[config.mk]
export PLATFORM = sky130hd
export DESIGN_NAME = bdw_interp
export DESIGN_NICKNAME = d
export VERILOG_FILES = /design/src/sv/assert_macros.svh /design/src/sv/bdw_pkg.sv /design/src/sv/bdw_interp.sv
export SDC_FILE = /design/constraint.sdc
export NUM_CORES = 1
export LEC_CHECK = 0
export BUFFER_PORTS_ARGS = -buffer_cell sky130_fd_sc_hd__buf_2
export CELL_PAD_IN_SITES_DETAIL_PLACEMENT = 1
export CELL_PAD_IN_SITES_GLOBAL_PLACEMENT = 1
export CORE_ASPECT_RATIO = 0.6
export CORE_MARGIN = 8
export CORE_UTILIZATION = 50
export DETAILED_ROUTE_END_ITERATION = 8
export PLACE_DENSITY = 0.81
export SYNTH_ARGS = -nofsm -noshare
export SYNTH_HDL_FRONTEND = slang
export SYNTH_SLANG_ARGS = --single-unit
[constraint.sdc]
create_clock -name clk_i -period 10.7 [get_ports clk_i]
set_input_delay 0.535 -clock clk_i [delete_from_list [all_inputs] [get_ports clk_i]]
set_output_delay 0.535 -clock clk_i [all_outputs]
set_load 0.01 [all_outputs]
[src/sv/assert_macros.svh]
// Assertion macros used by the top-level RTL file of the warp block.
`ifndef ASSERT_MACROS_SVH
`define ASSERT_MACROS_SVH

// Same-cycle implication, checked outside reset.
`define BDW_ASSERT_IMP(lbl, clk, rst_n, ante, cons, msg) \
  lbl: assert property (@(posedge clk) disable iff (!rst_n) (ante) |-> (cons)) \
    else $error(msg);

// Next-cycle implication, checked outside reset.
`define BDW_ASSERT_NXT(lbl, clk, rst_n, ante, cons, msg) \
  lbl: assert property (@(posedge clk) disable iff (!rst_n) (ante) |=> (cons)) \
    else $error(msg);

`endif

[src/sv/bdw_pkg.sv]
// Shared constants and stage types of the bilinear displacement warp.
package bdw_pkg;

  localparam int MaxSide   = 32;
  localparam int SideW     = $clog2(MaxSide);
  localparam int FracBits  = 8;
  localparam int PixW      = 8;
  localparam int ShiftW    = 16;
  localparam int PosW      = 18;            // signed row*S + shift, never overflows
  localparam int IntW      = PosW - 1 - FracBits;
  localparam int CfgW      = 6;
  localparam int CfgAddrW  = 2;
  localparam int NumBanks  = 4;
  localparam int BankSelW  = 2;
  localparam int BankAddrW = 2 * (SideW - 1);
  localparam int AccW      = 2 * PixW + 2;  // row-pass product and sum
  localparam int ValW      = 16;
  localparam int InDataW   = 56;
  localparam int OutDataW  = 16;

  localparam logic [CfgAddrW-1:0] RegImageRows = 2'd0;
  localparam logic [CfgAddrW-1:0] RegImageCols = 2'd1;
  localparam logic [CfgW-1:0]     SideReset    = 6'd28;
  localparam logic [CfgW-1:0]     SideLimit    = CfgW'(MaxSide);

  typedef logic [NumBanks-1:0][BankAddrW-1:0] bank_addr_t;
  typedef logic [NumBanks-1:0][PixW-1:0]      bank_data_t;

  // Stage 1: decoded request with bank addresses.
  typedef struct packed {
    logic                sample;
    logic                oob;
    logic [FracBits-1:0] fr;
    logic [FracBits-1:0] fc;
    logic                r_par;
    logic                c_par;
    logic [BankSelW-1:0] wr_bank;
    logic [PixW-1:0]     wr_data;
    bank_addr_t          addr;
  } s1_t;

  // Stage 2: sample side info beside the bank read data.
  typedef struct packed {
    logic                oob;
    logic [FracBits-1:0] fr;
    logic [FracBits-1:0] fc;
    logic                r_par;
    logic                c_par;
  } s2_t;

endpackage

[src/sv/bdw_interp.sv]
// Stages 3 and 4: row pass then column pass of the bilinear interpolation.
module bdw_interp (
  input  logic                          clk_i,
  input  logic                          en3_i,
  input  logic                          en4_i,
  input  bdw_pkg::s2_t                  s2_i,
  input  bdw_pkg::bank_data_t           rdata_i,
  output logic [bdw_pkg::ValW-1:0]      value_o,
  output logic                          oob_o
);

  logic [bdw_pkg::PixW-1:0] p00, p01, p10, p11;

  logic signed [bdw_pkg::PixW:0]   d0, d1;
  logic signed [bdw_pkg::AccW-1:0] pr0, pr1, a_full, b_full;

  logic [bdw_pkg::ValW-1:0]     a_q, b_q;
  logic [bdw_pkg::FracBits-1:0] fc3_q;
  logic                         oob3_q;

  logic signed [bdw_pkg::ValW:0]                       dab;
  logic signed [bdw_pkg::ValW+bdw_pkg::FracBits+1:0]   pc;
  logic signed [bdw_pkg::ValW+bdw_pkg::FracBits+2:0]   v_full;

  logic [bdw_pkg::ValW-1:0] val_q;
  logic                     oob4_q;

  // Pick the four neighbors out of the parity banks.
  assign p00 = rdata_i[{s2_i.r_par, s2_i.c_par}];
  assign p01 = rdata_i[{s2_i.r_par, ~s2_i.c_par}];
  assign p10 = rdata_i[{~s2_i.r_par, s2_i.c_par}];
  assign p11 = rdata_i[{~s2_i.r_par, ~s2_i.c_par}];

  assign d0  = $signed({1'b0, p10}) - $signed({1'b0, p00});
  assign d1  = $signed({1'b0, p11}) - $signed({1'b0, p01});
  assign pr0 = bdw_pkg::AccW'(d0 * $signed({1'b0, s2_i.fr}));
  assign pr1 = bdw_pkg::AccW'(d1 * $signed({1'b0, s2_i.fr}));

  // Convex blend of two pixels: never negative, fits Q8.8.
  assign a_full = $signed({2'b00, p00, {bdw_pkg::FracBits{1'b0}}}) + pr0;
  assign b_full = $signed({2'b00, p01, {bdw_pkg::FracBits{1'b0}}}) + pr1;

  always_ff @(posedge clk_i) begin
    if (en3_i) begin
      a_q    <= a_full[bdw_pkg::ValW-1:0];
      b_q    <= b_full[bdw_pkg::ValW-1:0];
      fc3_q  <= s2_i.fc;
      oob3_q <= s2_i.oob;
    end
  end

  assign dab    = $signed({1'b0, b_q}) - $signed({1'b0, a_q});
  assign pc     = dab * $signed({1'b0, fc3_q});
  assign v_full = $signed({3'b000, a_q, {bdw_pkg::FracBits{1'b0}}}) + $signed({pc[$high(pc)], pc});

  always_ff @(posedge clk_i) begin
    if (en4_i) begin
      val_q  <= oob3_q ? '0 : v_full[bdw_pkg::ValW+bdw_pkg::FracBits-1:bdw_pkg::FracBits];
      oob4_q <= oob3_q;
    end
  end

  assign value_o = val_q;
  assign oob_o   = oob4_q;

endmodule

# Yosys cells after proc, flatten, opt, wreduce, memory -nomap -nowiden
# Index checks and enable logic that the tools add are counted.
[word_totals]
in_bits = 54
out_inout_bits = 17
wordCells = 29
register_bits = 58
[op_classes]
n_bitwise = 2
mux = 8
mul = 3
n_addsub = 6
n_lt_le_gt_ge = 4
[op_table]
columns = ["op", "n"]
rows = [
  ["$bmux 8 s2", 4],
  ["$add 16x16->16", 2],
  ["$mul 9x9->16", 2],
  ["$mux 8", 4],
  ["$add 24x24->24", 1],
  ["$mul 17x9->24", 1],
  ["$sub 8x8->9", 2],
  ["$sub 16x16->17", 1],
  ["$lt 2x3->1 const B", 4],
  ["$not 1->1", 2],
]

# Logic depth before layout (Yosys ltp)
# Gate-level depths: netlist of run 1.
[logic_depth]
depth_word = 6
ltp_mapped = 35
ltp_nobuf = 31

# Worst setup path before layout of run 1
# No wires, ideal clock.
[synth_timing]
path_type = "in2reg"
startpoint = "input port s2_i[0] in the netlist's numbering"
endpoint = "register b_q[14] in the netlist's numbering (data pin)"
setup_slack_ns = 2.715
n_path_buf = 3
required_ns = 10.538
cell_stages = 30
arrival_ns = 7.823
setup_time_ns = 0.162
cell_sequence = "clkbuf_1 clkbuf_1 buf_1 mux2i_1 nand2_1 nand2_1 inv_1 ha_1 nor2b_1 o21ai_0 a21boi_0 o21ai_0 a21boi_0 o21ai_0 a21boi_1 or3b_2 fa_1 inv_1 fa_1 fa_1 fa_1 fa_1 ha_1 inv_1 o21bai_1 a21oi_1 o21bai_1 a21oi_1 or4b_2 o2111ai_1"
[synth_via]
elab_chain_len = 6
word_cells_on_any_way = 8
classes_between = "2 x add/sub; 1 x mul; 4 x mux; 1 x bitwise"
[synth_rtl]
columns = ["element", "line", "text"]
rows = [
  ["from (decl)", "bdw_interp.sv:6", "input bdw_pkg::s2_t s2_i,"],
  ["$not 1->1 *", "bdw_interp.sv:30, bdw_interp.sv:32", ""],
  ["$bmux 8 s2 (on tied branches)", "bdw_interp.sv:32, bdw_interp.sv:30", ""],
  ["$mux 8 (on tied branches)", "bdw_interp.sv:32, bdw_interp.sv:30", ""],
  ["$sub 8x8->9", "bdw_interp.sv:35", "assign d1 = $signed({1'b0, p11}) - $signed({1'b0, p01});"],
  ["$mul 9x9->16", "bdw_interp.sv:37", "assign pr1 = bdw_pkg::AccW'(d1 * $signed({1'b0, s2_i.fr}));"],
  ["$add 16x16->16 *", "bdw_interp.sv:41", "assign b_full = $signed({2'b00, p01, {bdw_pkg::FracBits{1'b0}}}) + pr1;"],
  ["named net b_full (one bit)", "bdw_interp.sv:15", "logic signed [bdw_pkg::AccW-1:0] pr0, pr1, a_full, b_full;"],
  ["to (signal assigned)", "bdw_interp.sv:46", "b_q <= b_full[bdw_pkg::ValW-1:0];"],
  ["to (decl)", "bdw_interp.sv:17", "logic [bdw_pkg::ValW-1:0] a_q, b_q;"],
]
# The timed path passes the listed nets; every way through them passes the cells marked *. The select of a mux whose other input is x is not followed.
# A chain may end at the register's enable or synchronous reset.

# Final worst setup path of run 1
# Same ends and word-level chain as after synthesis.

==> impl_metrics.csv, run 1 <==
group,metric,value,unit
drt,wire_per_inst,19.66,µm
placed_design,place_congestion,0.8832,
placed_design,place_inst,1915,
floorplan,pin_count,71,
yosys,syn_area,0.01420,mm²
yosys,ys_seq_area_share,12.27,%
cells_and_area,fillCellCount,3207,
timing,fin_crit,8.319,ns
cts,cts_tree,"done",
yosys,synth.distinct_cells,54,
timing,fin_skew,0.007907,ns
outcome,status,"finished clean",
cts,path_clk_slew,0.06,ns
drt,drt_iter0_drc,504,
cts,postCtsResizedCells,0,
floorplan,die_height,146.5,µm
setup_path,timing.rr.start,"a_q[0]",
global_routing,grt_pass1_vias,12020,
timing,fin_crit_sh,77.75,%
yosys,yosysTopAreaCell,"fa_1",
setup_path,slowest_delay,0.68,ns
setup_path,crit_path_top_delay_cell,"nor3b_1",
timing,setup_violations,0,
global_routing,antenna_found_initial,0,
flow_run,maxCapViolCount,0,
min_path,hp-start,"s2_i[7]",
drt,ant_nets,0,
setup_path,cp_data_required_time,10.89,ns
setup_path,crit_type,"in2reg",
floorplan,core_area,0.02776,mm²
cts,cts_max_level,3,
global_routing,grt_pass1_wl,63.60,mm
cts,post_cts_buffers,0,
yosys,synthArstFlopShare,0,%
cts,clk_latency,0.35,ns
setup_path,cp.arrival,8.50,ns
floorplan,die_area,0.03422,mm²
timing,relSlewSlack,28.28,%
cts,cts-root-buf,"clkbuf_16",
yosys,yosys_warnings,0,
timing,timing.hold.ws,0.3590,ns
yosys,synth_area_per_cell,9.395,µm²
yosys,synth_nets,1954,
placed_design,port_buffers,70,
timing,tns,0,ns
timing,rsz0062_at_grt,"false",
cells_and_area,fin_nets,2002,
cts,cts_max_path_buffers,2,
setup_path,crit_path_frequent_cell,"fa_1",
yosys,yosysMostFrequentCell,"inv_1",
yosys,synth_common_cells,"inv_1 (379), fa_1 (244), nand2_1 (156), ha_1 (145), and2_1 (86)",
cells_and_area,area_growth,6.831,%
cts,clock-sinks,58,
cts,numCtsBuffers,9,
yosys,syn_inst,1511,
setup_path,startpoint_type,"input pin",
placed_design,hpwl,32.23,mm
drt,vias,10370,
global_routing,grt_use_total,23.52,%
floorplan,start_util,51.14,%
floorplan,fp.dieW,233.5,µm
cts,cts-hold-fix-buffers,0,
timing,clock.fmax,120.2,MHz
cells_and_area,layout.cells.non_filler,1931,
cells_and_area,drive_gt1_share,8.504,%
setup_path,startpoint,"s2_i[0]",
drt,routed_via_density,5.371,
drt,wirelength,37.96,mm
yosys,synth_top_area_share,34.41,%
global_routing,grt_max_degree,42,
global_routing,grt_overflow,0,
cells_and_area,postLayoutCellArea,0.01517,mm²
timing,slew_violations,0,
drt,first_pass_iters,5,
setup_path,cp_max_fo,32,
cells_and_area,n_antenna_cell,0,
min_path,hold_class,"in2reg",
placed_design,place_area,0.01489,mm²
setup_path,cp-end-kind,"register",
floorplan,rows,47,
yosys,ys_ff_latch,58,
timing,tightest_slew,1.076,ns
yosys,synth_area_leaders,"fa_1 (34%), ha_1 (13%), edfxtp_1 (12%), inv_1 (10%), nand2_1 (4.1%)",
yosys,ys.flop_type,"edfxtp_1",
timing,hold_viol_final,0,
drt,drcViolationCount,0,
yosys,synth_edf_count,58,
final cells by class:
| type | count | area (µm²) | share of cell area, % |
|---|---|---|---|
| sequential | 58 | 1742 | 11.48 |
| clock inverter | 7 | 46.29 | 0.3053 |
| tap | 367 | 459.2 | 3.028 |
| timing repair buffer | 74 | 380.4 | 2.508 |
| multi-input combinational | 1037 | 10890 | 71.81 |
| clock buffer | 9 | 225.2 | 1.485 |
| inverter | 379 | 1423 | 9.380 |
layer usage:
layer  vias up  routed length [µm]  GRT usage [%]
met2       218               17530          37.43
li1       4742                   -              -
met1      5379               17910          33.16
met4         0                 389          3.794
met5         -                   0              0
met3        33                2120          5.050
flip-flops by register name (all words and copies together), names as in the netlist:
register	cells
value_o	16
fc3_q	8
oob3_q	1
oob_o	1
b_q	16
a_q	16
through the flow:
| stage | util, % | setup WS (ns) |
|---|---|---|
| after global placement | 53.66 | 2.292 |
| after CTS | 54.64 | 2.398 |
| after global routing | 54.64 | 1.635 |
| final | 54.64 | 2.381 |
| after floorplan | - | 2.715 |
| after detailed placement | 53.66 | 2.029 |
worst max-delay path: cells and delay by family:
family,cells,cell delay [ns]
AO/OA/AOI/OAI,10,1.73
multiplexers,1,0.42
adder cells (fa/ha/maj),7,2.91
buffers and inverters,4,0.82
AND/OR/NAND/NOR,6,2.06
placed cells by master (no fill, tap or decap), drive strengths merged, types with 13 or more instances in the layout:
cell type  instances
nand2b            22
mux2              13
xnor2             60
fa               244
nand2            156
mux4              18
nor2b             47
nor2              43
buf               74
o21ai             29
edfxtp            58
ha               145
inv              379
a21oi             42
and2              86
xor2              13
path summary, 6_finish.rpt:
| kind | cells past startpoint | to | slack (ns) |
|---|---|---|---|
| max | 28 | b_q[14] | 2.38 |
| min | 1 | fc3_q[5] | 0.36 |
| max reg2reg | 27 | value_o[15] | 2.58 |
| min reg2reg | 1 | value_o[11] | 1.05 |
kinds of logic after synthesis:
family,after synthesis,synth area share (%)
buffers and inverters,416,11.02
AOI/OAI and AO/OA,135,6.223
xor gates and xnor gates,73,4.504
muxes,41,4.592
adders and majority gates,389,47.19
DFF,58,12.27
and+or+nand+nor,399,14.21
Power of run 1 is left out: the tool's default activity adds up to more than one toggle a clock period on the data nets, which glitch-free logic cannot reach.
==> run 2, diff against run 1 <==
==> constraint.sdc (replaced) <==
create_clock -name clk_i -period 8.3 [get_ports clk_i]
set_input_delay 0.415 -clock clk_i [delete_from_list [all_inputs] [get_ports clk_i]]
set_output_delay 0.415 -clock clk_i [all_outputs]
set_load 0.01 [all_outputs]
==> run 2 against run 1 <==
Compared with the run above: setup slack worse by 1.9 ns; non-clock buffer count is 19 higher; global-route usage is 0.90 points higher; clock skew is 0.0020 ns higher; critical path type is now reg2reg; routed wire length is 3.7% higher; cell count is 1.0% higher; via count is 1.7% higher; utilization is 0.71 points higher.
==> impl_metrics.csv, run 2 (synthesis gave the netlist of run 1 again) <==
group,metric,value,unit
outcome,status,"finished clean",
timing,rsz0062_at_grt,"false",
timing,setup_violations,0,
setup_path,cp.arrival,7.88,ns
cells_and_area,drive_gt1_share,9.665,%
floorplan,die_height,146.5,µm
cts,numCtsBuffers,9,
timing,fin_crit,7.794,ns
floorplan,core_area,0.02776,mm²
setup_path,startpoint_type,"register",
setup_path,crit_path_frequent_cell,"fa_1",
timing,fin_crit_sh,93.90,%
setup_path,crit_path_top_delay_cell,"fa_1",
drt,routed_via_density,5.405,
drt,drcViolationCount,0,
cts,clock-sinks,58,
floorplan,rows,47,
setup_path,cp-end-kind,"register",
floorplan,die_area,0.03422,mm²
global_routing,grt_pass1_wl,65.87,mm
global_routing,grt_use_total,24.42,%
drt,vias,10550,
min_path,hold_class,"in2reg",
cts,post_cts_buffers,0,
placed_design,port_buffers,70,
floorplan,pin_count,71,
drt,ant_nets,0,
setup_path,cp_data_required_time,8.39,ns
floorplan,fp.dieW,233.5,µm
timing,hold_viol_final,0,
setup_path,cp_top_family,"adder cells",
cells_and_area,area_growth,8.214,%
placed_design,hpwl,33.40,mm
global_routing,grt_overflow,0,
timing,clock.fmax,128.3,MHz
drt,wirelength,39.35,mm
cts,cts_max_path_buffers,2,
drt,wire_per_inst,20.17,µm
global_routing,grt_pass1_vias,12180,
floorplan,start_util,51.14,%
setup_path,crit_type,"reg2reg",
cts,cts_tree,"done",
drt,first_pass_iters,5,
setup_path,path_buf_inv,4,
timing,tightest_slew,1.123,ns
cts,path_clk_slew,0.06,ns
setup_path,slowest_delay,0.58,ns
cts,clk_latency,0.35,ns
timing,fin_skew,0.009919,ns
cts,cts_max_level,3,
global_routing,antenna_found_initial,1,
drt,drt_iter0_drc,582,
cts,cts-root-buf,"clkbuf_16",
setup_path,cp_max_fo,8,
cells_and_area,mostFrequentLayoutCells,"inv_1 (379), fa_1 (244), nand2_1 (156)",
flow_run,maxCapViolCount,0,
placed_design,place_congestion,0.8622,
timing,relSlewSlack,25.16,%
global_routing,grt_max_degree,42,
timing,tns,0,ns
timing,slew_violations,0,
cells_and_area,layout_commonest_cell,"inv_1",
cells_and_area,fin_nets,2021,
## run 2: cell types whose count changed in the layout (fill, tap and decap cells not counted), sizes merged
cell,previous run,this run
buf,74,93
bufinv,0,2
clkbuf,9,11
clkinv,5,3
clkinvlp,2,0
diode,0,1
## run 2: repair_timing
item,CTS,global route
hold buffers,0,0
setup endpoints to repair,0,5
resized for setup,0,3
endpoints found under the hold margin,0,0
## run 2: area by class of cell
cell class	instances	area [µm²]
tap	367	459.2
clock inverter	5	78.83
fill	3223	12390
timing repair buffer	93	523.0
sequential	58	1742
clock buffer	11	232.7
multi-input combinational	1037	10900
antenna	1	2.502
inverter	379	1423
## run 2: final timing paths
| kind | cells after the start | slack (ns) | startpoint | end |
|---|---|---|---|---|
| worst max register to register | 28 | 0.51 | b_q[0] | value_o[15] |
| worst min-delay path | 1 | 0.24 | s2_i[18] | oob3_q |
| worst max-delay path | 28 | 0.51 | b_q[0] | value_o[15] |
| worst min register to register | 0 | 1.07 | oob3_q | oob_o |
## run 2: stage by stage
stage | std cells | hold slack [ns] | setup WS [ns] | util [%] | instance area (µm²)
CTS | 1950 | 0.2240 | 0.3689 | 55.30 | 15350
detailed placement | 1934 | 0.5942 | 0.06940 | 54.17 | 15040
finish | 1951 | 0.2355 | 0.5064 | 55.35 | 15360
global placement | 1934 | 0.5928 | 0.4580 | 54.17 | 15040
global route | 1950 | 0.2226 | 0.05580 | 55.34 | 15360
floorplan | 1511 | 0.4244 | 0.4347 | - | 14200
## run 2: routing by layer
layer / GRT usage (%) / part of all wire [%]
met4: 3.355 / 0.89
met3: 5.786 / 6.3
met5: 0 / 0
met2: 39.08 / 46
met1: 34.10 / 46
## run 2: worst register-to-register path, delay by kind of cell, from the launching register on
kind	cells	cell delay (ns)
xor+xnor	1	0.21
compound gates	8	2.39
fa+ha+maj	8	3.30
buf+inv	4	0.22
simple gates	7	1.03
flops	1	0.38
Power of run 2 is left out for the same reason.
