==> config.mk <==
export PLATFORM = sky130hd
export DESIGN_NAME = bdw_addr
export DESIGN_NICKNAME = d
export VERILOG_FILES = /design/src/sv/assert_macros.svh /design/src/sv/bdw_pkg.sv /design/src/sv/bdw_addr.sv
export SDC_FILE = /design/constraint.sdc
export NUM_CORES = 1
export LEC_CHECK = 0
export ABC_AREA = 1
export BUFFER_PORTS_ARGS = -buffer_cell sky130_fd_sc_hd__buf_2
export CAP_MARGIN = 10
export CELL_PAD_IN_SITES_DETAIL_PLACEMENT = 1
export CELL_PAD_IN_SITES_GLOBAL_PLACEMENT = 1
export CORE_AREA = 2 2 94 96
export DETAILED_ROUTE_END_ITERATION = 7
export DIE_AREA = 0 0 96 98
export PLACE_DENSITY = 0.95
export SLEW_MARGIN = 20
export SYNTH_ARGS = -nofsm -noshare
export SYNTH_HDL_FRONTEND = slang
export SYNTH_SLANG_ARGS = --single-unit
==> constraint.sdc <==
create_clock -name clk_i -period 7.6 [get_ports clk_i]
set_input_delay 1.52 -clock clk_i [delete_from_list [all_inputs] [get_ports clk_i]]
set_output_delay 1.52 -clock clk_i [all_outputs]
set_load 0.05 [all_outputs]
==> src/sv/assert_macros.svh <==
// Assertion macros used by the top-level RTL file of the warp block.
`ifndef ASSERT_MACROS_SVH
`define ASSERT_MACROS_SVH

// Same-cycle implication, checked outside reset.
`define BDW_ASSERT_IMP(lbl, clk, rst_n, ante, cons, msg) \
  lbl: assert property (@(posedge clk) disable iff (!rst_n) (ante) |-> (cons)) \
    else $error(msg);

// Next-cycle implication, checked outside reset.
`define BDW_ASSERT_NXT(lbl, clk, rst_n, ante, cons, msg) \
  lbl: assert property (@(posedge clk) disable iff (!rst_n) (ante) |=> (cons)) \
    else $error(msg);

`endif

==> src/sv/bdw_pkg.sv <==
// Shared constants and stage types of the bilinear displacement warp.
package bdw_pkg;

  localparam int MaxSide   = 32;
  localparam int SideW     = $clog2(MaxSide);
  localparam int FracBits  = 8;
  localparam int PixW      = 8;
  localparam int ShiftW    = 16;
  localparam int PosW      = 18;            // signed row*S + shift, never overflows
  localparam int IntW      = PosW - 1 - FracBits;
  localparam int CfgW      = 6;
  localparam int CfgAddrW  = 2;
  localparam int NumBanks  = 4;
  localparam int BankSelW  = 2;
  localparam int BankAddrW = 2 * (SideW - 1);
  localparam int AccW      = 2 * PixW + 2;  // row-pass product and sum
  localparam int ValW      = 16;
  localparam int InDataW   = 56;
  localparam int OutDataW  = 16;

  localparam logic [CfgAddrW-1:0] RegImageRows = 2'd0;
  localparam logic [CfgAddrW-1:0] RegImageCols = 2'd1;
  localparam logic [CfgW-1:0]     SideReset    = 6'd28;
  localparam logic [CfgW-1:0]     SideLimit    = CfgW'(MaxSide);

  typedef logic [NumBanks-1:0][BankAddrW-1:0] bank_addr_t;
  typedef logic [NumBanks-1:0][PixW-1:0]      bank_data_t;

  // Stage 1: decoded request with bank addresses.
  typedef struct packed {
    logic                sample;
    logic                oob;
    logic [FracBits-1:0] fr;
    logic [FracBits-1:0] fc;
    logic                r_par;
    logic                c_par;
    logic [BankSelW-1:0] wr_bank;
    logic [PixW-1:0]     wr_data;
    bank_addr_t          addr;
  } s1_t;

  // Stage 2: sample side info beside the bank read data.
  typedef struct packed {
    logic                oob;
    logic [FracBits-1:0] fr;
    logic [FracBits-1:0] fc;
    logic                r_par;
    logic                c_par;
  } s2_t;

endpackage

==> src/sv/bdw_addr.sv <==
// Stage 1: displaced position, bounds check and four-bank neighbor addresses.
module bdw_addr (
  input  logic                        clk_i,
  input  logic                        en_i,
  input  logic                        req_type_i,
  input  logic [bdw_pkg::SideW-1:0]   row_i,
  input  logic [bdw_pkg::SideW-1:0]   col_i,
  input  logic [bdw_pkg::PixW-1:0]    pixel_in_i,
  input  logic [bdw_pkg::ShiftW-1:0]  shift_row_i,
  input  logic [bdw_pkg::ShiftW-1:0]  shift_col_i,
  input  logic [bdw_pkg::CfgW-1:0]    image_rows_i,
  input  logic [bdw_pkg::CfgW-1:0]    image_cols_i,
  output bdw_pkg::s1_t                s1_o
);

  bdw_pkg::s1_t s1_d, s1_q;

  logic signed [bdw_pkg::PosW-1:0] pos_r, pos_c;
  logic [bdw_pkg::IntW-1:0]        r0_full, c0_full;
  logic [bdw_pkg::CfgW-1:0]        rows_lim, cols_lim;
  logic                            row_bad, col_bad;
  logic [bdw_pkg::SideW-1:0]       r0, r1, c0, c1;

  assign pos_r = $signed({{(bdw_pkg::PosW - bdw_pkg::SideW - bdw_pkg::FracBits){1'b0}},
                          row_i, {bdw_pkg::FracBits{1'b0}}})
               + bdw_pkg::PosW'($signed(shift_row_i));
  assign pos_c = $signed({{(bdw_pkg::PosW - bdw_pkg::SideW - bdw_pkg::FracBits){1'b0}},
                          col_i, {bdw_pkg::FracBits{1'b0}}})
               + bdw_pkg::PosW'($signed(shift_col_i));

  assign r0_full = pos_r[bdw_pkg::PosW-2:bdw_pkg::FracBits];
  assign c0_full = pos_c[bdw_pkg::PosW-2:bdw_pkg::FracBits];

  assign rows_lim = (image_rows_i > bdw_pkg::SideLimit) ? bdw_pkg::SideLimit : image_rows_i;
  assign cols_lim = (image_cols_i > bdw_pkg::SideLimit) ? bdw_pkg::SideLimit : image_cols_i;

  // The floor+1 neighbor has to sit inside the image.
  assign row_bad = ({1'b0, r0_full} + 1'b1) >= (bdw_pkg::IntW + 1)'(rows_lim);
  assign col_bad = ({1'b0, c0_full} + 1'b1) >= (bdw_pkg::IntW + 1)'(cols_lim);

  assign r0 = r0_full[bdw_pkg::SideW-1:0];
  assign c0 = c0_full[bdw_pkg::SideW-1:0];
  assign r1 = r0 + 1'b1;
  assign c1 = c0 + 1'b1;

  always_comb begin
    logic [bdw_pkg::SideW-1:0] rsel, csel;
    s1_d         = '0;
    s1_d.sample  = req_type_i;
    s1_d.oob     = pos_r[bdw_pkg::PosW-1] | pos_c[bdw_pkg::PosW-1] | row_bad | col_bad;
    s1_d.fr      = pos_r[bdw_pkg::FracBits-1:0];
    s1_d.fc      = pos_c[bdw_pkg::FracBits-1:0];
    s1_d.r_par   = r0[0];
    s1_d.c_par   = c0[0];
    s1_d.wr_bank = {row_i[0], col_i[0]};
    s1_d.wr_data = pixel_in_i;
    for (int b = 0; b < bdw_pkg::NumBanks; b++) begin
      // Bank b holds row parity b[1] and column parity b[0].
      rsel = (r0[0] == b[1]) ? r0 : r1;
      csel = (c0[0] == b[0]) ? c0 : c1;
      if (req_type_i) begin
        s1_d.addr[b] = {rsel[bdw_pkg::SideW-1:1], csel[bdw_pkg::SideW-1:1]};
      end else begin
        s1_d.addr[b] = {row_i[bdw_pkg::SideW-1:1], col_i[bdw_pkg::SideW-1:1]};
      end
    end
  end

  always_ff @(posedge clk_i) begin
    if (en_i) begin
      s1_q <= s1_d;
    end
  end

  assign s1_o = s1_q;

endmodule

* Word level (Yosys, flattened, before mapping) *
Cells that the tools add are included.

operators by class
  add/sub/neg operators = 6
  bitwise operators = 3
  multiply operators = 0
  shift operators = 0
  mux-type cells = 10
  divide/modulo/power cells = 0
  reductions and logical operators = 0
  equal/unequal tests = 0
  order comparisons = 4

operators with widths
  kind                                           number
  adder 14 x 16 -> 17 bit                        2
  2-to-1 mux 8 bit                               4
  adder 9 x 1 -> 10 bit (second input constant)  2
  >= comparator 10 x 6 -> 1 bit                  2
  2-to-1 mux 5 bit                               4
  > comparator 6 bit (second input constant)     2
  2-to-1 mux 6 bit                               2
  adder 5 x 1 -> 5 bit (second input constant)   2
  OR 1 bit                                       3

word-level totals
  ROM bits = 0
  flip-flop bits (word level) = 62
  word-level logic and storage cells = 35
  latch bits = 0
  memory bits (writable) = 0
  bits of input ports = 65
  memories kept = 0
  output and inout port bits = 62

* Longest topological paths before layout *
Gate-level depths: netlist of run 1.

  depth in word-level cells = 5
  depth in mapped cells = 21
  gate-level depth less buffers = 21

* Worst setup path before layout of run 1 *
Ideal clock, no wire load.

  path kind = in2reg
  from = in row_i[0] in the netlist's numbering
  to = reg s1_q, in the netlist s1_o[60], data pin
  stages on the path = 21
  setup time = 254 ps
  buffers on the path = 0
  required time = 7,346 ps
  arrival = 3,482 ps
  path slack = 3,864 ps
  path through = ha_1 -> inv_1 -> fa_1 -> inv_1 -> ha_1 -> inv_1 -> nor2_2 -> inv_1 -> nand2_1 -> inv_1 -> ha_1 -> nand2_1 -> nand2_1 -> nand2_1 -> nand2_1 -> nand2_1 -> nand2_1 -> nand2_1 -> nand2_1 -> nor2_1 -> nand2_1

RTL lines
  element               line            source
  start, declared       bdw_addr.sv:6   input logic [bdw_pkg::SideW-1:0] row_i,
  end signal, assigned  bdw_addr.sv:71  s1_q <= s1_d;
  end, declared         bdw_addr.sv:16  bdw_pkg::s1_t s1_d, s1_q;

==> out/results.ini, run 1 <==
[outcome]
status=completed

[grt]
gr-total-overflow=0
grt_max_degree=47
antenna_found_initial=0
grt_usage=0.1693
first_global_vias=2813
grt_pass1_wl_mm=12.79

[yosys]
netlist_instances=353
yosys.area_share.simple=0.2332
avgSynthCellArea_um2=8.634
synth_compound_area_frac=0.05665
muxShareOfSynthArea=0
synth_top_family_by_area=simple AND/OR/NAND/NOR gates
synthAdderAreaFrac=0.1199
synth_xor_area_frac=0.02504
synth_cell_types=27
synth_seq_cells=46
synth_fp_nets=446
ys_warn_count=0
syn_area_um2=3048
ys_seq_area_frac=0.4532

[placement]
dpl-instance-area_um2=3686
gp_congestion=0.8453
dp_hpwl_mm=6.873
numPortBuffers=126

[flow_run]
max-cap-violations=0

[clock_network]
cts_made_buffers=5
clk_transition_reported_paths_ns=0.08
clockBufferDepth=2
cts_sinks=46
cts-resized-gates=0
cts_tree=done
cts_hold_buf=0
htree_levels=2
cts-root-buf=clkbuf_8
post_cts_buffers=0

[floorplanning]
dieArea_um2=9408
core_um2=8466
pin_count=127
die_x_um=96
initial_core_util=0.3600
die_h_um=98
row_count=34

[min_path]
hp-start=shift_row_i[2]
worstHoldPathType=input pin to flop
min_to=s1_o[54]
hold_depth=1

[layout]
area_delta_synth_final_pct=23.52
fin_nets=561
fin_util=0.4447
largest_reg_flops=46
drive_above_1_share=0.3184
antenna_cells=0
stdcell_area_um2=3765

[route]
wl_mm=7.816
first_pass_iters=4
drtIter0Drc=60
ant_nets=0
vias=2765
viasPerCell=4.800
wl_per_cell_um=13.57
drcViolationCount=0

[sta]
slew_headroom=0.3405
slew_viol_final=0
period_share=0.5056
hold_viol_final=0
setup_viol=0
rsz0062_at_grt=false
setup_tns_ns=0
fmax_ghz=0.2602
fin_crit_ns=3.843
holdWs_ns=1.402
worstMarginPinSlew_ns=0.9893

[critical_path]
start_kind=input pin
crit_fanout=3
worstSetupPathType=input pin to flop
arrival_ns=3.88
end_kind=flop
cp.required_ns=7.64

[power_and_ir_drop]
peakVddDrop_v=0.00006634
powerDensity_nw_per_um2=207.0
cellLeakagePower_nw=1.968

-- where the power goes --
part           total [W]  internal (W)  switching (W)  leakage, nW
clock           0.000134     0.0000617      0.0000728       0.0438
combinational   0.000328     0.0000874       0.000240         1.47
sequential      0.000317      0.000308     0.00000873        0.450
total           0.000779      0.000458       0.000322         1.97
-- placed cells by master (no fill, tap or decap), drive strengths merged, types with 9 or more instances in the layout --
cell and count:
o21ai 21, buf 126, a21oi 9, ha 26, inv 57, nor2 17
edfxtp 46, nand2 116, nand3 21
-- cell usage after synthesis --
| cell type | instances | area share |
|---|---|---|
| xnor2_1 | 1 | 0.0029 |
| nor2_2 | 2 | 0.0041 |
| fa_1 | 2 | 0.013 |
| nand3_1 | 17 | 0.028 |
| xor2_1 | 4 | 0.011 |
| a21boi_0 | 2 | 0.0049 |
| nand3b_1 | 2 | 0.0049 |
| o211ai_1 | 1 | 0.0025 |
| nor2_4 | 1 | 0.0037 |
| clkbuf_1 | 2 | 0.0025 |
| nand3_2 | 4 | 0.013 |
| nor2_1 | 14 | 0.017 |
| nor3_2 | 1 | 0.0033 |
| xnor2_2 | 1 | 0.0053 |
| nand2_2 | 3 | 0.0062 |
| xor2_2 | 1 | 0.0053 |
| edfxtp_1 | 46 | 0.45 |
| nand2_1 | 113 | 0.14 |
| buf_4 | 16 | 0.039 |
| o21ai_1 | 4 | 0.0066 |
| inv_1 | 54 | 0.067 |
| o21ai_0 | 17 | 0.028 |
| nand4_1 | 5 | 0.010 |
| a21oi_1 | 9 | 0.015 |
| nor3_1 | 2 | 0.0033 |
| inv_2 | 3 | 0.0037 |
| ha_1 | 26 | 0.11 |
-- through the flow --
step	instances	power, W	setup slack [ns]
after floorplan	353	0.0005759	3.864
after global placement	569	0.0006378	3.573
after detailed placement	569	0.0006538	3.458
after CTS	576	0.0007896	3.759
after global routing	576	0.0008303	3.473
final	576	0.0007795	3.757
-- logic make-up after synthesis --
kind of cell             count (synthesis)
flip-flops                              46
AO/OA/AOI/OAI                           33
AND/OR/NAND/NOR                        164
XOR/XNOR                                 7
buffers and inverters                   75
adder cells (fa/ha/maj)                 28
-- area by class of cell --
cell class                      instances  area (µm²)
Clock buffer                            5       68.82
Clock inverter                          2       10.01
Fill cell                            1098        4701
Inverter                               57       214.0
Multi-Input combinational cell        232        1325
Sequential cell                        46        1381
Tap cell                              108       135.1
Timing Repair Buffer                  126       630.6
-- worst max-delay path, cell delays in order --
cell and delay, ns:
buf_2 0.11, ha_1 0.23, inv_1 0.08, fa_1 0.45, inv_1 0.11, ha_1 0.17
inv_1 0.07, nor2_2 0.16, inv_1 0.06, nand2_1 0.08, inv_1 0.06, ha_1 0.26
nand2_1 0.06, nand2_1 0.05, nand2_1 0.05, nand2_1 0.05, nand2_1 0.05, nand2_1 0.04
nand2_1 0.05, nand2_1 0.05, nor2_1 0.08, nand2_1 0.06
-- how the worst max path moves through the flow --
stage	slack [ns]	to	from	cells after the start
floorplan	3.86	s1_o[60]	row_i[0]	21
global placement	3.57	s1_o[60]	col_i[0]	15
detailed placement	3.46	s1_o[60]	row_i[0]	22
CTS	3.76	s1_o[60]	row_i[0]	22
global route	3.47	s1_o[60]	row_i[0]	19
finish	3.76	s1_o[60]	row_i[0]	22
-- per-layer routing --
metal / wire [µm] / GRT usage / vias to the layer above / share of wire
met5: 0 / 0 / - / 0
met4: 230 / 0.07912 / 0 / 0.029
met3: 497 / 0.02392 / 19 / 0.064
met2: 4100 / 0.3173 / 95 / 0.52
met1: 2987 / 0.1811 / 1293 / 0.38
li1: - / - / 1358 / -
Note: power is estimated with default switching activity, not from simulation.
==> run 2: changes to the inputs <==
--- a/config.mk
+++ b/config.mk
@@ -5,15 +5,15 @@
 export SDC_FILE = /design/constraint.sdc
 export NUM_CORES = 1
 export LEC_CHECK = 0
-export ABC_AREA = 1
+export ABC_AREA = 0
 export BUFFER_PORTS_ARGS = -buffer_cell sky130_fd_sc_hd__buf_2
 export CAP_MARGIN = 10
 export CELL_PAD_IN_SITES_DETAIL_PLACEMENT = 1
 export CELL_PAD_IN_SITES_GLOBAL_PLACEMENT = 1
-export CORE_AREA = 2 2 94 96
+export CORE_AREA = 2 2 98 100
 export DETAILED_ROUTE_END_ITERATION = 7
-export DIE_AREA = 0 0 96 98
-export PLACE_DENSITY = 0.95
+export DIE_AREA = 0 0 100 102
+export PLACE_DENSITY = 0.86
 export SLEW_MARGIN = 20
 export SYNTH_ARGS = -nofsm -noshare
 export SYNTH_HDL_FRONTEND = slang
==> constraint.sdc (replaced) <==
create_clock -name clk_i -period 3.15 [get_ports clk_i]
set_input_delay 0.63 -clock clk_i [delete_from_list [all_inputs] [get_ports clk_i]]
set_output_delay 0.63 -clock clk_i [all_outputs]
set_load 0.05 [all_outputs]
==> out/results.ini, run 2 <==
[layout]
final_cells=522  ; was 576
fillers=1045  ; was 1098
final_common_cell=buf_2  ; unchanged
largest_reg_flops=46  ; unchanged
antenna_cells=0  ; unchanged
fin_nets=503  ; was 561
stdcell_area_um2=4094  ; was 3765 µm²
area_delta_synth_final_pct=44.20  ; was 23.52%
final_cell_mix=124 x buf_2, 50 x buf_4, 46 x edfxtp_1  ; was 126 x buf_2, 113 x nand2_1, 54 x inv_1
drive_above_1_share=0.5231  ; was 0.3184

[sta]
setup_viol=1  ; was 0
slew_headroom=0.3318  ; was 0.3405
slew_viol_final=0  ; unchanged
setup_ws_ns=-0.1480  ; was 3.757 ns
setup_tns_ns=-0.1480  ; was 0 ns
fin_crit_ns=3.298
rsz0062_at_grt=true  ; was false
period_share=1.047
fmax_ghz=0.3032
worstMarginPinSlew_ns=1.002  ; was 0.9893 ns
hold_viol_final=0  ; unchanged

[grt]
grt_pass1_wl_mm=12.23  ; was 12.79 mm
antenna_found_initial=0  ; unchanged
grt_usage=0.1522  ; was 0.1693
first_global_vias=2595  ; was 2813
grt_max_degree=47  ; unchanged
gr-total-overflow=0  ; unchanged

[floorplanning]
die_x_um=100  ; was 96 µm
pin_count=127  ; unchanged
initial_core_util=0.3117  ; was 0.3600
dieArea_um2=10200  ; was 9408 µm²
die_h_um=102  ; was 98 µm
row_count=35  ; was 34
core_um2=9109  ; was 8466 µm²

[min_path]
worstHoldPathType=input pin to flop  ; unchanged
hold_depth=1  ; unchanged
min_to=s1_o[55]  ; was s1_o[54]
hp-start=shift_row_i[3]  ; was shift_row_i[2]

[critical_path]
cp_slowest_cell=fa_2  ; was fa_1
start_kind=input pin  ; unchanged
crit_fanout=3  ; unchanged
critical-path-top-delay-family=adder cells  ; unchanged
critPathMaxStageDelay_ns=0.34  ; was 0.45 ns
worstSetupPathType=input pin to flop  ; unchanged
critPathBufInv=2  ; was 6
end_kind=flop  ; unchanged
arrival_ns=3.33  ; was 3.88 ns
cp.required_ns=3.18  ; was 7.64 ns
crit_chain=buf_6 > ha_4 > inv_2 > fa_2 > and2b_2 > o22ai_4 > xnor2_2 > nand3_1 > xnor2_1 > ha_1 > nor2b_1 > a2111oi_0 > o21ai_1 > a31oi_1 > nand4_1  ; was buf_2 > ha_1 > inv_1 > fa_1 > inv_1 > ha_1 > inv_1 > nor2_2 > inv_1 > nand2_1 > inv_1 > ha_1 > nand2_1 > nand2_1 > nand2_1 > nand2_1 > nand2_1 > nand2_1 > nand2_1 > nand2_1 > nor2_1 > nand2_1

[route]
viasPerCell=4.759  ; was 4.800
ant_nets=0  ; unchanged
first_pass_iters=4  ; unchanged
vias=2484  ; was 2765
drcViolationCount=0  ; unchanged
wl_per_cell_um=15.59  ; was 13.57 µm
wl_mm=8.140  ; was 7.816 mm
drtIter0Drc=44  ; was 60

[yosys]
synth_seq_cells=46  ; unchanged
syn_area_um2=2839  ; was 3048 µm²
async_flop_share=0  ; unchanged
synth_common_cells=46 x edfxtp_1, 26 x ha_1, 20 x nand2_1, 16 x buf_4, 15 x a21oi_1  ; was 113 x nand2_1, 54 x inv_1, 46 x edfxtp_1, 26 x ha_1
ys.flop_type=edfxtp_1  ; unchanged
yosysTopAreaCellShare=0.4866  ; was 0.4532
synthTopCellsByArea=edfxtp_1 49%, ha_1 11%, buf_4 4.2%  ; was edfxtp_1 45%, nand2_1 14%, ha_1 11%
synth_cell_types=41  ; was 27
synth_fp_nets=339  ; was 446
avgSynthCellArea_um2=11.54  ; was 8.634 µm²
yosys.cell_count.top_type=edfxtp_1  ; was nand2_1
ys_warn_count=0  ; unchanged
ys_seq_area_frac=0.4866  ; was 0.4532
netlist_instances=246  ; was 353
synth-edff-count=46  ; unchanged
yosysTopAreaCell=edfxtp_1  ; unchanged

[flow_run]
max-cap-violations=0  ; unchanged

[power_and_ir_drop]
powerDensity_nw_per_um2=535.5  ; was 207.0 nW/µm²
cellLeakagePower_nw=1.893  ; was 1.968 nW
peakVddDrop_v=0.0002176  ; was 0.00006634 V

[clock_network]
htree_levels=2  ; unchanged
clockBufferDepth=2  ; unchanged
cts_tree=done  ; unchanged
cts-root-buf=clkbuf_8  ; unchanged
cts_sinks=46  ; unchanged
clk_transition_reported_paths_ns=0.09  ; was 0.08 ns
cts_made_buffers=5  ; unchanged

[outcome]
status=complete, but fails checks  ; was completed
violations=negative setup slack

[placement]
gp_congestion=0.8977  ; was 0.8453
dpl-instance-area_um2=3862  ; was 3686 µm²
dp_hpwl_mm=6.551  ; was 6.873 mm
dp.cells=510  ; was 569
numPortBuffers=126  ; unchanged

## run 2: cell count changes after synthesis, moves of 5 or more
cell     before  now
a21o_1        0    5
nand3_1      17    9
a21oi_1       9   15
o21ai_0      17    9
xnor2_1       1   13
inv_1        54   12
nand2_1     113   20
mux2_2        0    6
## run 2: logic make-up (layout without fill, tap and decap cells)
family,after synthesis,count (layout),synth area share
XOR/XNOR,22,22,0.07052
buffers and inverters,31,196,0.06258
adder cells (fa/ha/maj),28,28,0.1287
flip-flops,46,46,0.4866
AO/OA/AOI/OAI,46,46,0.1040
multiplexers,7,7,0.02776
AND/OR/NAND/NOR,66,66,0.1199
## run 2: what timing repair did
action	in CTS	in global routing
setup buffers	0	4
gates cloned	0	0
endpoints found under the setup margin	1	1
resized for setup	8	10
hold buffers	0	0
pin swaps	2	11
## run 2: metal layers
metal	global-route usage	share of wire	wire length, µm
met4	0.05479	0.014	117
met1	0.1682	0.39	3200
met2	0.2879	0.53	4347
met5	0	0	0
met3	0.03283	0.058	475
## run 2: report_power, final
group | switching, W | internal, W | total (W)
Combinational | 0.000633 | 0.000364 | 0.000997
Clock | 0.000190 | 0.000237 | 0.000426
Sequential | 0.0000214 | 0.000748 | 0.000769
Total | 0.000844 | 0.00135 | 0.00219
## run 2: worst max-delay path by stage
stage	startpoint	endpoint	slack, ns	cells after the start
after floorplan	row_i[0]	s1_o[60]	-0.11	14
after global placement	col_i[0]	s1_o[60]	-0.22	13
after detailed placement	col_i[0]	s1_o[60]	-0.43	13
after CTS	col_i[0]	s1_o[60]	-0.03	13
after global routing	shift_row_i[8]	s1_o[60]	-0.29	15
final	row_i[0]	s1_o[60]	-0.15	15
## run 2: area by class of cell
type / instances / area [µm²] / area share
Multi-Input combinational cell: 169 / 1400 / 0.3420
Inverter: 12 / 45.04 / 0.01100
Timing Repair Buffer: 176 / 1018 / 0.2488
Clock buffer: 6 / 72.57 / 0.01773
Sequential cell: 46 / 1381 / 0.3374
Tap cell: 111 / 138.9 / 0.03392
Clock inverter: 2 / 37.54 / 0.009169
## run 2: per-stage QoR
stage               worst slack, ns  hold WS, ns  power (W)  utilization
floorplan                   -0.1091       0.7289   0.001428            -
global placement            -0.2231       0.8062   0.001681       0.4240
detailed placement          -0.4340       0.8088   0.001722       0.4240
CTS                        -0.03119       0.4990   0.002167       0.4402
global route                -0.2893       0.4922   0.002307       0.4495
finish                      -0.1480       0.5104   0.002192       0.4495
